<file path="src/bole_pkg.sv">
// Shared types and constants for the bounded ordered list engine.
package bole_pkg;

  localparam int WORD_W = 32;
  localparam int POS_W  = 4;
  localparam int CNT_W_OUT = 4;

  typedef enum logic [2:0] {
    CMD_INS_FRONT = 3'd0,
    CMD_INS_END   = 3'd1,
    CMD_INS_POS   = 3'd2,
    CMD_DEL_FRONT = 3'd3,
    CMD_DEL_END   = 3'd4,
    CMD_DEL_POS   = 3'd5,
    CMD_SEARCH    = 3'd6,
    CMD_READ      = 3'd7
  } cmd_t;

  typedef struct packed {
    cmd_t                     cmd;
    logic signed [WORD_W-1:0] value;
    logic [POS_W-1:0]         position;
  } in_t;

  typedef struct packed {
    logic                     ok;
    logic [POS_W-1:0]         found_position;
    logic signed [WORD_W-1:0] read_value;
    logic [CNT_W_OUT-1:0]     entry_count;
    logic                     last;
  } out_t;

  typedef enum logic [1:0] {
    CELL_HOLD   = 2'd0,
    CELL_INSERT = 2'd1,
    CELL_DELETE = 2'd2,
    CELL_ROTATE = 2'd3
  } cell_op_t;

  typedef enum logic [1:0] {
    ST_IDLE   = 2'd0,
    ST_SEARCH = 2'd1,
    ST_READ   = 2'd2
  } state_t;

endpackage

</file>
<file path="src/bole_cell.sv">
// One list slot: holds an entry, shifts with its neighbors and compares against a key.
module bole_cell #(
  parameter int CAPACITY = 8,
  parameter int INDEX    = 0
) (
  input  logic                              clk,
  input  bole_pkg::cell_op_t                op,
  input  logic [$clog2(CAPACITY)-1:0]       idx,
  input  logic signed [bole_pkg::WORD_W-1:0] load_value,
  input  logic signed [bole_pkg::WORD_W-1:0] left_value,
  input  logic signed [bole_pkg::WORD_W-1:0] right_value,
  output logic signed [bole_pkg::WORD_W-1:0] value,
  output logic                              match
);

  localparam int IW = $clog2(CAPACITY);
  localparam logic [IW-1:0] MY_IDX = IW'(INDEX);

  logic signed [bole_pkg::WORD_W-1:0] value_r;
  logic signed [bole_pkg::WORD_W-1:0] value_nxt;

  always_comb begin
    value_nxt = value_r;
    unique case (op)
      bole_pkg::CELL_INSERT: begin
        if (MY_IDX == idx) begin
          value_nxt = load_value;
        end else if (MY_IDX > idx) begin
          value_nxt = left_value;
        end
      end
      bole_pkg::CELL_DELETE: begin
        if (MY_IDX >= idx) begin
          value_nxt = right_value;
        end
      end
      bole_pkg::CELL_ROTATE: value_nxt = right_value;
      default:               value_nxt = value_r;
    endcase
  end

  always_ff @(posedge clk) begin
    value_r <= value_nxt;
  end

  assign value = value_r;
  assign match = (value_r == load_value);

endmodule

</file>
<file path="src/bounded_ordered_list_engine_unit.sv">
// Top level of the bounded ordered list engine: control, count and the row of cells.
//
// A command word is taken on in_data at a rising edge where start is high and busy is
// low. Results leave on out_data, each valid for exactly one cycle while out_valid is
// high; the receiver cannot hold them off.
// Inserts and deletes shift every later entry together through the row of cells,
// so the result appears in the cycle after the command and busy stays low, letting
// a new command enter every cycle.
// A search compares all entries in the accepting cycle, registers the hit vector and
// encodes the highest hit in the next one, with busy high while it encodes.
// A read-out rotates the whole row once around, showing cell 0 at each step; the first
// count steps give one result each, the last one marked.
// Reading an empty list gives a single failing result in the next cycle.
// After reset the list is empty and no result is pending; entries are not cleared,
// since only slots below the count are ever read.
module bounded_ordered_list_engine_unit #(
  parameter int CAPACITY = 8
) (
  input  logic            clk,
  input  logic            rst_n,
  input  logic            start,
  output logic            busy,
  input  bole_pkg::in_t   in_data,
  output logic            out_valid,
  output bole_pkg::out_t  out_data
);

  localparam int IW     = $clog2(CAPACITY);
  localparam int CW_RAW = $clog2(CAPACITY + 1);
  localparam int CNT_W  = (CW_RAW > bole_pkg::POS_W) ? CW_RAW : bole_pkg::POS_W;
  localparam logic [CNT_W-1:0] CAP_C    = CNT_W'(CAPACITY);
  localparam logic [IW-1:0]    LAST_ROT = IW'(CAPACITY - 1);

  bole_pkg::state_t    state_r, state_nxt;
  logic [CNT_W-1:0]    count_r, count_nxt;
  logic [IW-1:0]       rd_cnt_r, rd_cnt_nxt;
  logic [CAPACITY-1:0] match_r, match_nxt;
  logic                out_valid_r, out_valid_nxt;
  bole_pkg::out_t      out_data_r, out_data_nxt;

  bole_pkg::cell_op_t  cell_op;
  logic [IW-1:0]       cell_idx;
  logic signed [bole_pkg::WORD_W-1:0] cell_value [CAPACITY];
  logic [CAPACITY-1:0] cell_match;
  logic [CAPACITY-1:0] live;

  logic             accept;
  logic [CNT_W-1:0] pos_ext;
  logic [CNT_W-1:0] pos_idx;
  logic [CNT_W-1:0] ins_idx;
  logic [CNT_W-1:0] del_idx;
  logic             ins_ok;
  logic             del_ok;
  logic [CNT_W-1:0] hit;
  logic [CNT_W-1:0] rd_ext;

  genvar gi;
  generate
    for (gi = 0; gi < CAPACITY; gi++) begin : g_cell
      logic signed [bole_pkg::WORD_W-1:0] left_in;
      logic signed [bole_pkg::WORD_W-1:0] right_in;
      if (gi == 0) begin : g_first
        assign left_in = '0;
      end else begin : g_mid
        assign left_in = cell_value[gi-1];
      end
      // The last cell wraps to the first so that a read-out rotates the list.
      if (gi == CAPACITY - 1) begin : g_wrap
        assign right_in = cell_value[0];
      end else begin : g_next
        assign right_in = cell_value[gi+1];
      end

      bole_cell #(
        .CAPACITY (CAPACITY),
        .INDEX    (gi)
      ) u_cell (
        .clk         (clk),
        .op          (cell_op),
        .idx         (cell_idx),
        .load_value  (in_data.value),
        .left_value  (left_in),
        .right_value (right_in),
        .value       (cell_value[gi]),
        .match       (cell_match[gi])
      );

      assign live[gi] = (CNT_W'(gi) < count_r);
    end
  endgenerate

  assign busy   = (state_r != bole_pkg::ST_IDLE);
  assign accept = start && !busy;

  // Position decode; a position of zero is caught separately.
  assign pos_ext = CNT_W'(in_data.position);
  assign pos_idx = pos_ext - CNT_W'(1);
  assign rd_ext  = CNT_W'(rd_cnt_r);

  always_comb begin
    case (in_data.cmd)
      bole_pkg::CMD_INS_FRONT: ins_idx = '0;
      bole_pkg::CMD_INS_END:   ins_idx = count_r;
      default:                 ins_idx = pos_idx;
    endcase
    case (in_data.cmd)
      bole_pkg::CMD_DEL_FRONT: del_idx = '0;
      bole_pkg::CMD_DEL_END:   del_idx = count_r - CNT_W'(1);
      default:                 del_idx = pos_idx;
    endcase
    ins_ok = (count_r < CAP_C) && (ins_idx <= count_r) &&
             !((in_data.cmd == bole_pkg::CMD_INS_POS) && (in_data.position == '0));
    del_ok = (count_r != '0) && (del_idx < count_r) &&
             !((in_data.cmd == bole_pkg::CMD_DEL_POS) && (in_data.position == '0));
  end

  // The highest matching slot wins.
  always_comb begin
    hit = '0;
    for (int i = 0; i < CAPACITY; i++) begin
      if (match_r[i]) begin
        hit = CNT_W'(i + 1);
      end
    end
  end

  always_comb begin
    state_nxt = state_r;
    unique case (state_r)
      bole_pkg::ST_IDLE: begin
        if (accept && (in_data.cmd == bole_pkg::CMD_SEARCH)) begin
          state_nxt = bole_pkg::ST_SEARCH;
        end else if (accept && (in_data.cmd == bole_pkg::CMD_READ) && (count_r != '0)) begin
          state_nxt = bole_pkg::ST_READ;
        end
      end
      bole_pkg::ST_SEARCH: state_nxt = bole_pkg::ST_IDLE;
      bole_pkg::ST_READ: begin
        if (rd_cnt_r == LAST_ROT) begin
          state_nxt = bole_pkg::ST_IDLE;
        end
      end
      default: state_nxt = bole_pkg::ST_IDLE;
    endcase
  end

  always_comb begin
    cell_op       = bole_pkg::CELL_HOLD;
    cell_idx      = '0;
    count_nxt     = count_r;
    rd_cnt_nxt    = rd_cnt_r;
    match_nxt     = match_r;
    out_valid_nxt = 1'b0;
    out_data_nxt  = out_data_r;
    out_data_nxt.ok             = 1'b0;
    out_data_nxt.found_position = '0;
    out_data_nxt.read_value     = '0;
    out_data_nxt.last           = 1'b1;

    unique case (state_r)
      bole_pkg::ST_IDLE: begin
        rd_cnt_nxt = '0;
        if (accept) begin
          case (in_data.cmd) inside
            bole_pkg::CMD_INS_FRONT, bole_pkg::CMD_INS_END, bole_pkg::CMD_INS_POS: begin
              out_valid_nxt   = 1'b1;
              out_data_nxt.ok = ins_ok;
              if (ins_ok) begin
                cell_op   = bole_pkg::CELL_INSERT;
                cell_idx  = ins_idx[IW-1:0];
                count_nxt = count_r + CNT_W'(1);
              end
            end
            bole_pkg::CMD_DEL_FRONT, bole_pkg::CMD_DEL_END, bole_pkg::CMD_DEL_POS: begin
              out_valid_nxt   = 1'b1;
              out_data_nxt.ok = del_ok;
              if (del_ok) begin
                cell_op   = bole_pkg::CELL_DELETE;
                cell_idx  = del_idx[IW-1:0];
                count_nxt = count_r - CNT_W'(1);
              end
            end
            bole_pkg::CMD_SEARCH: begin
              match_nxt = cell_match & live;
            end
            default: begin
              // Read-out of an empty list answers at once with a failing word.
              if (count_r == '0) begin
                out_valid_nxt = 1'b1;
              end
            end
          endcase
        end
      end
      bole_pkg::ST_SEARCH: begin
        out_valid_nxt               = 1'b1;
        out_data_nxt.ok             = (hit != '0);
        out_data_nxt.found_position = hit[bole_pkg::POS_W-1:0];
      end
      bole_pkg::ST_READ: begin
        cell_op    = bole_pkg::CELL_ROTATE;
        rd_cnt_nxt = (rd_cnt_r == LAST_ROT) ? '0 : rd_cnt_r + IW'(1);
        if (rd_ext < count_r) begin
          out_valid_nxt           = 1'b1;
          out_data_nxt.ok         = 1'b1;
          out_data_nxt.read_value = cell_value[0];
          out_data_nxt.last       = (rd_ext == count_r - CNT_W'(1));
        end
      end
      default: begin
        cell_op = bole_pkg::CELL_HOLD;
      end
    endcase

    out_data_nxt.entry_count = count_nxt[bole_pkg::CNT_W_OUT-1:0];
  end

  always_ff @(posedge clk) begin
    if (!rst_n) begin
      state_r     <= bole_pkg::ST_IDLE;
      count_r     <= '0;
      rd_cnt_r    <= '0;
      out_valid_r <= 1'b0;
    end else begin
      state_r     <= state_nxt;
      count_r     <= count_nxt;
      rd_cnt_r    <= rd_cnt_nxt;
      out_valid_r <= out_valid_nxt;
    end
  end

  always_ff @(posedge clk) begin
    match_r    <= match_nxt;
    out_data_r <= out_data_nxt;
  end

  assign out_valid = out_valid_r;
  assign out_data  = out_data_r;

endmodule
</file>
<file path="config.mk">
export PLATFORM = sky130hd
export DESIGN_NAME = bounded_ordered_list_engine_unit
export DESIGN_NICKNAME = d
export VERILOG_FILES = /design/src/bole_pkg.sv /design/src/bole_cell.sv /design/src/bounded_ordered_list_engine_unit.sv
export SDC_FILE = /design/constraint.sdc
export NUM_CORES = 1
export LEC_CHECK = 0
export BUFFER_PORTS_ARGS = -buffer_cell sky130_fd_sc_hd__buf_2
export CORE_ASPECT_RATIO = 1.75
export CORE_MARGIN = 5
export CORE_UTILIZATION = 65
export CTS_BUF_LIST = sky130_fd_sc_hd__clkbuf_8
export CTS_CLUSTER_DIAMETER = 30
export DETAILED_ROUTE_END_ITERATION = 10
export HOLD_SLACK_MARGIN = 0.05
export PLACE_DENSITY = 0.9
export REMOVE_ABC_BUFFERS = 1
export SLEW_MARGIN = 25
export SYNTH_ARGS = -nofsm -noshare
export SYNTH_HDL_FRONTEND = slang
export SYNTH_SLANG_ARGS = --single-unit
</file>
<file path="constraint.sdc">
create_clock -name clk -period 5.85 [get_ports clk]
set_input_delay 0.2925 -clock clk [delete_from_list [all_inputs] [get_ports clk]]
set_output_delay 0.2925 -clock clk [all_outputs]
set_load 0.03 [all_outputs]
</file>
==> flow_summary_export.csv <==
group,metric,value,unit
status,status,"complete, no violations",
setup_path,path_class,"flip-flop to flip-flop",
timing,fmax,194,MHz
global_routing,antenna_found_initial,3,
place,gp_congestion,1.04,
global_routing,grt_remaining_overflow,0,
flow_run,drv_cap,0,
synthesis,syn_avg_cell_area,9.65,µm²
detailed_routing,vias_per_cell,7.54,
power_and_ir_drop,p_per_area,360,nW/µm²
synthesis,synth.distinct_cells,69,
synthesis,async_flop_share,0,%
cts,numCtsBuffers,51,
floorplanning,die_width,141,µm
global_routing,grt_usage,43.4,%
timing,period_needed,5.16,ns
detailed_routing,drt_first_pass_iters,8,
detailed_routing,drt_wl_total,74800,µm
floorplanning,io_pins,86,
power_and_ir_drop,power,7.60,mW
detailed_routing,drtIter0Drc,3632,
cts,ctsResizeCount,0,
timing,max_slew_margin,22.4,%
floorplanning,initial_core_util,66.0,%
detailed_routing,drc,0,
timing,drv_slew,0,
timing,worstMarginPinSlew,1.16,ns
synthesis,synth_ff_type,"edfxtp_1",
synthesis,ys_seq_elements,316,
cells_and_area,final_cell_mix,"edfxtp_1 (264), nor2_1 (165), o21ai_0 (156), nand3_1 (152), xnor2_1 (150)",
synthesis,yosysWarnings,0,
place,place_inst,2307,
power_and_ir_drop,ir_drop,0.271,mV
setup_path,endpoint_kind,"flip-flop",
synthesis,synth_edf_count,264,
global_routing,grt_pass1_vias,17100,
cts,h-tree-depth,2,
timing,tns,0,ns
synthesis,seq_area_frac_synth,46.2,%
detailed_routing,drt.antenna.violating_nets,0,
floorplanning,dieHeight,239,µm
detailed_routing,vias,18100,
place,port_buffers,85,
floorplanning,core_area,29400,µm²
setup_path,cp_data_required_time,6.14,ns
synthesis,syn-cell-area,19400,µm²
place,dp_hpwl,48700,µm
cells_and_area,area_growth,8.95,%
cts,cts_setup_buffers,0,
power_and_ir_drop,leakagePower,7.51,nW
timing,fin_crit_sh,88.3,%
cells_and_area,layout_commonest_cell,"edfxtp_1",
cts,clk_pin_slew,0.07,ns
min_path,holdCritPathClass,"input port to flip-flop",
synthesis,synthCells,2011,
cells_and_area,layout-drive-gt1-share,12.6,%
cts,clk_latency,0.61,ns
cts,cts-hold-fix-buffers,1,
setup_path,arrival,5.45,ns
cells_and_area,final_nets,2038,
global_routing,grt_first_pass_wirelength,110000,µm
timing,skew,0.0258,ns
floorplanning,fp.dieArea,33500,µm²
timing,finalHoldViolations,0,
setup_path,cp_max_fo,13,
cells_and_area,final_cells,2405,
floorplanning,num_rows,83,
cts,cts_tree,"built",
setup_path,worstSetupStartpointType,"flip-flop",
timing,rsz0062_at_grt,"false",
cts,clockBufferDepth,3,
cts,clock-sinks,316,
timing,setup_viol,0,
global_routing,grt_max_degree,150,
cts,cts-root-buf,"clkbuf_8",
detailed_routing,wl_per_cell,31.1,µm
[power by group]
| part | total, mW | switching, mW | internal (mW) |
|---|---|---|---|
| Clock | 2.08 | 0.989 | 1.09 |
| Sequential | 3.25 | 0.321 | 2.93 |
| Combinational | 2.26 | 1.54 | 0.724 |
| Total | 7.60 | 2.85 | 4.75 |
[final timing paths]
path	start	end	slack, ns	cells after the start
worst max-delay path	count_r[0]	g_cell[4].u_cell.value[12]	0.69	11
worst min-delay path	start	out_valid	0.15	4
worst max register to register	count_r[0]	g_cell[4].u_cell.value[12]	0.69	11
worst min register to register	match_r[6]	out_data[37]	0.54	2
[worst max-delay path, stage by stage, from the launching register on]
cell	delay (ns)
dfxtp_1	0.59
inv_1	0.20
ha_1	0.32
xnor2_1	0.19
a221oi_2	0.44
ha_1	0.32
o211a_1	0.14
o31ai_2	0.22
and3_1	0.55
o2111ai_2	0.50
o21ai_1	1.08
o221ai_1	0.28
[cell usage after synthesis, types with 11 or more instances]
master | n | area [µm²]
a211o_1 | 11 | 96.3
a21oi_1 | 42 | 210
a221o_1 | 23 | 230
a221oi_1 | 11 | 96.3
a22o_1 | 34 | 298
a2bb2oi_1 | 32 | 280
a31oi_1 | 133 | 832
and2_1 | 66 | 413
buf_1 | 33 | 124
buf_2 | 35 | 175
clkbuf_1 | 146 | 548
dfxtp_1 | 52 | 1040
edfxtp_1 | 264 | 7930
ha_1 | 17 | 213
inv_1 | 38 | 143
mux2i_1 | 25 | 250
nand2_1 | 63 | 236
nand3_1 | 152 | 761
nand4_1 | 62 | 388
nor2_1 | 167 | 627
nor3_1 | 13 | 65.1
nor4_1 | 37 | 231
o2111ai_1 | 24 | 210
o21ai_0 | 157 | 786
or3_1 | 35 | 219
xnor2_1 | 150 | 1310
xor2_1 | 108 | 946
[kinds of logic (layout without fill, tap and decap cells)]
group                    count (synthesis)  after routing  share of synthesized area (%)
flip-flops                             316            316                           46.2
XOR/XNOR                               258            258                           11.6
buffers and inverters                  256            266                           5.26
AO/OA/AOI/OAI                          515            515                           18.0
adder cells (fa/ha/maj)                 17             17                           1.10
multiplexers                            25             25                           1.29
other                                    0              2                              0
AND/OR/NAND/NOR                        624            624                           16.5
[state kept, by name (all words and copies together), names as in the netlist]
name / flops
count_r: 4
rd_cnt_r: 3
match_r: 8
state_r: 2
g_cell.u_cell.value: 256
out_data: 42
out_valid: 1
[final cells by class]
type / count / area, µm²
multi-input combinational: 1439 / 9590
sequential: 316 / 8970
fill: 2151 / 8260
timing repair buffer: 133 / 852
clock buffer: 61 / 840
tap: 382 / 478
clock inverter: 34 / 254
inverter: 38 / 143
antenna: 2 / 5.00
[through the flow]
step / cell area [µm²] / hold WS (ns) / util [%] / worst slack [ns]
global placement: 20000 / 0.510 / 67.9 / 0.906
floorplan: 18500 / 0.410 / - / -12.73
CTS: 21100 / 0.134 / 71.9 / 0.760
global route: 21100 / 0.185 / 71.9 / 0.463
detailed placement: 20000 / 0.517 / 68.1 / 0.806
finish: 21100 / 0.154 / 71.9 / 0.687
[routing by layer]
metal / GRT usage (%) / part of all wire (%)
met1: 52.2 / 30
met5: 0 / 0.017
met3: 9.49 / 14
met2: 68.9 / 46
met4: 30.9 / 10
Power figures use the tool's default switching activity.
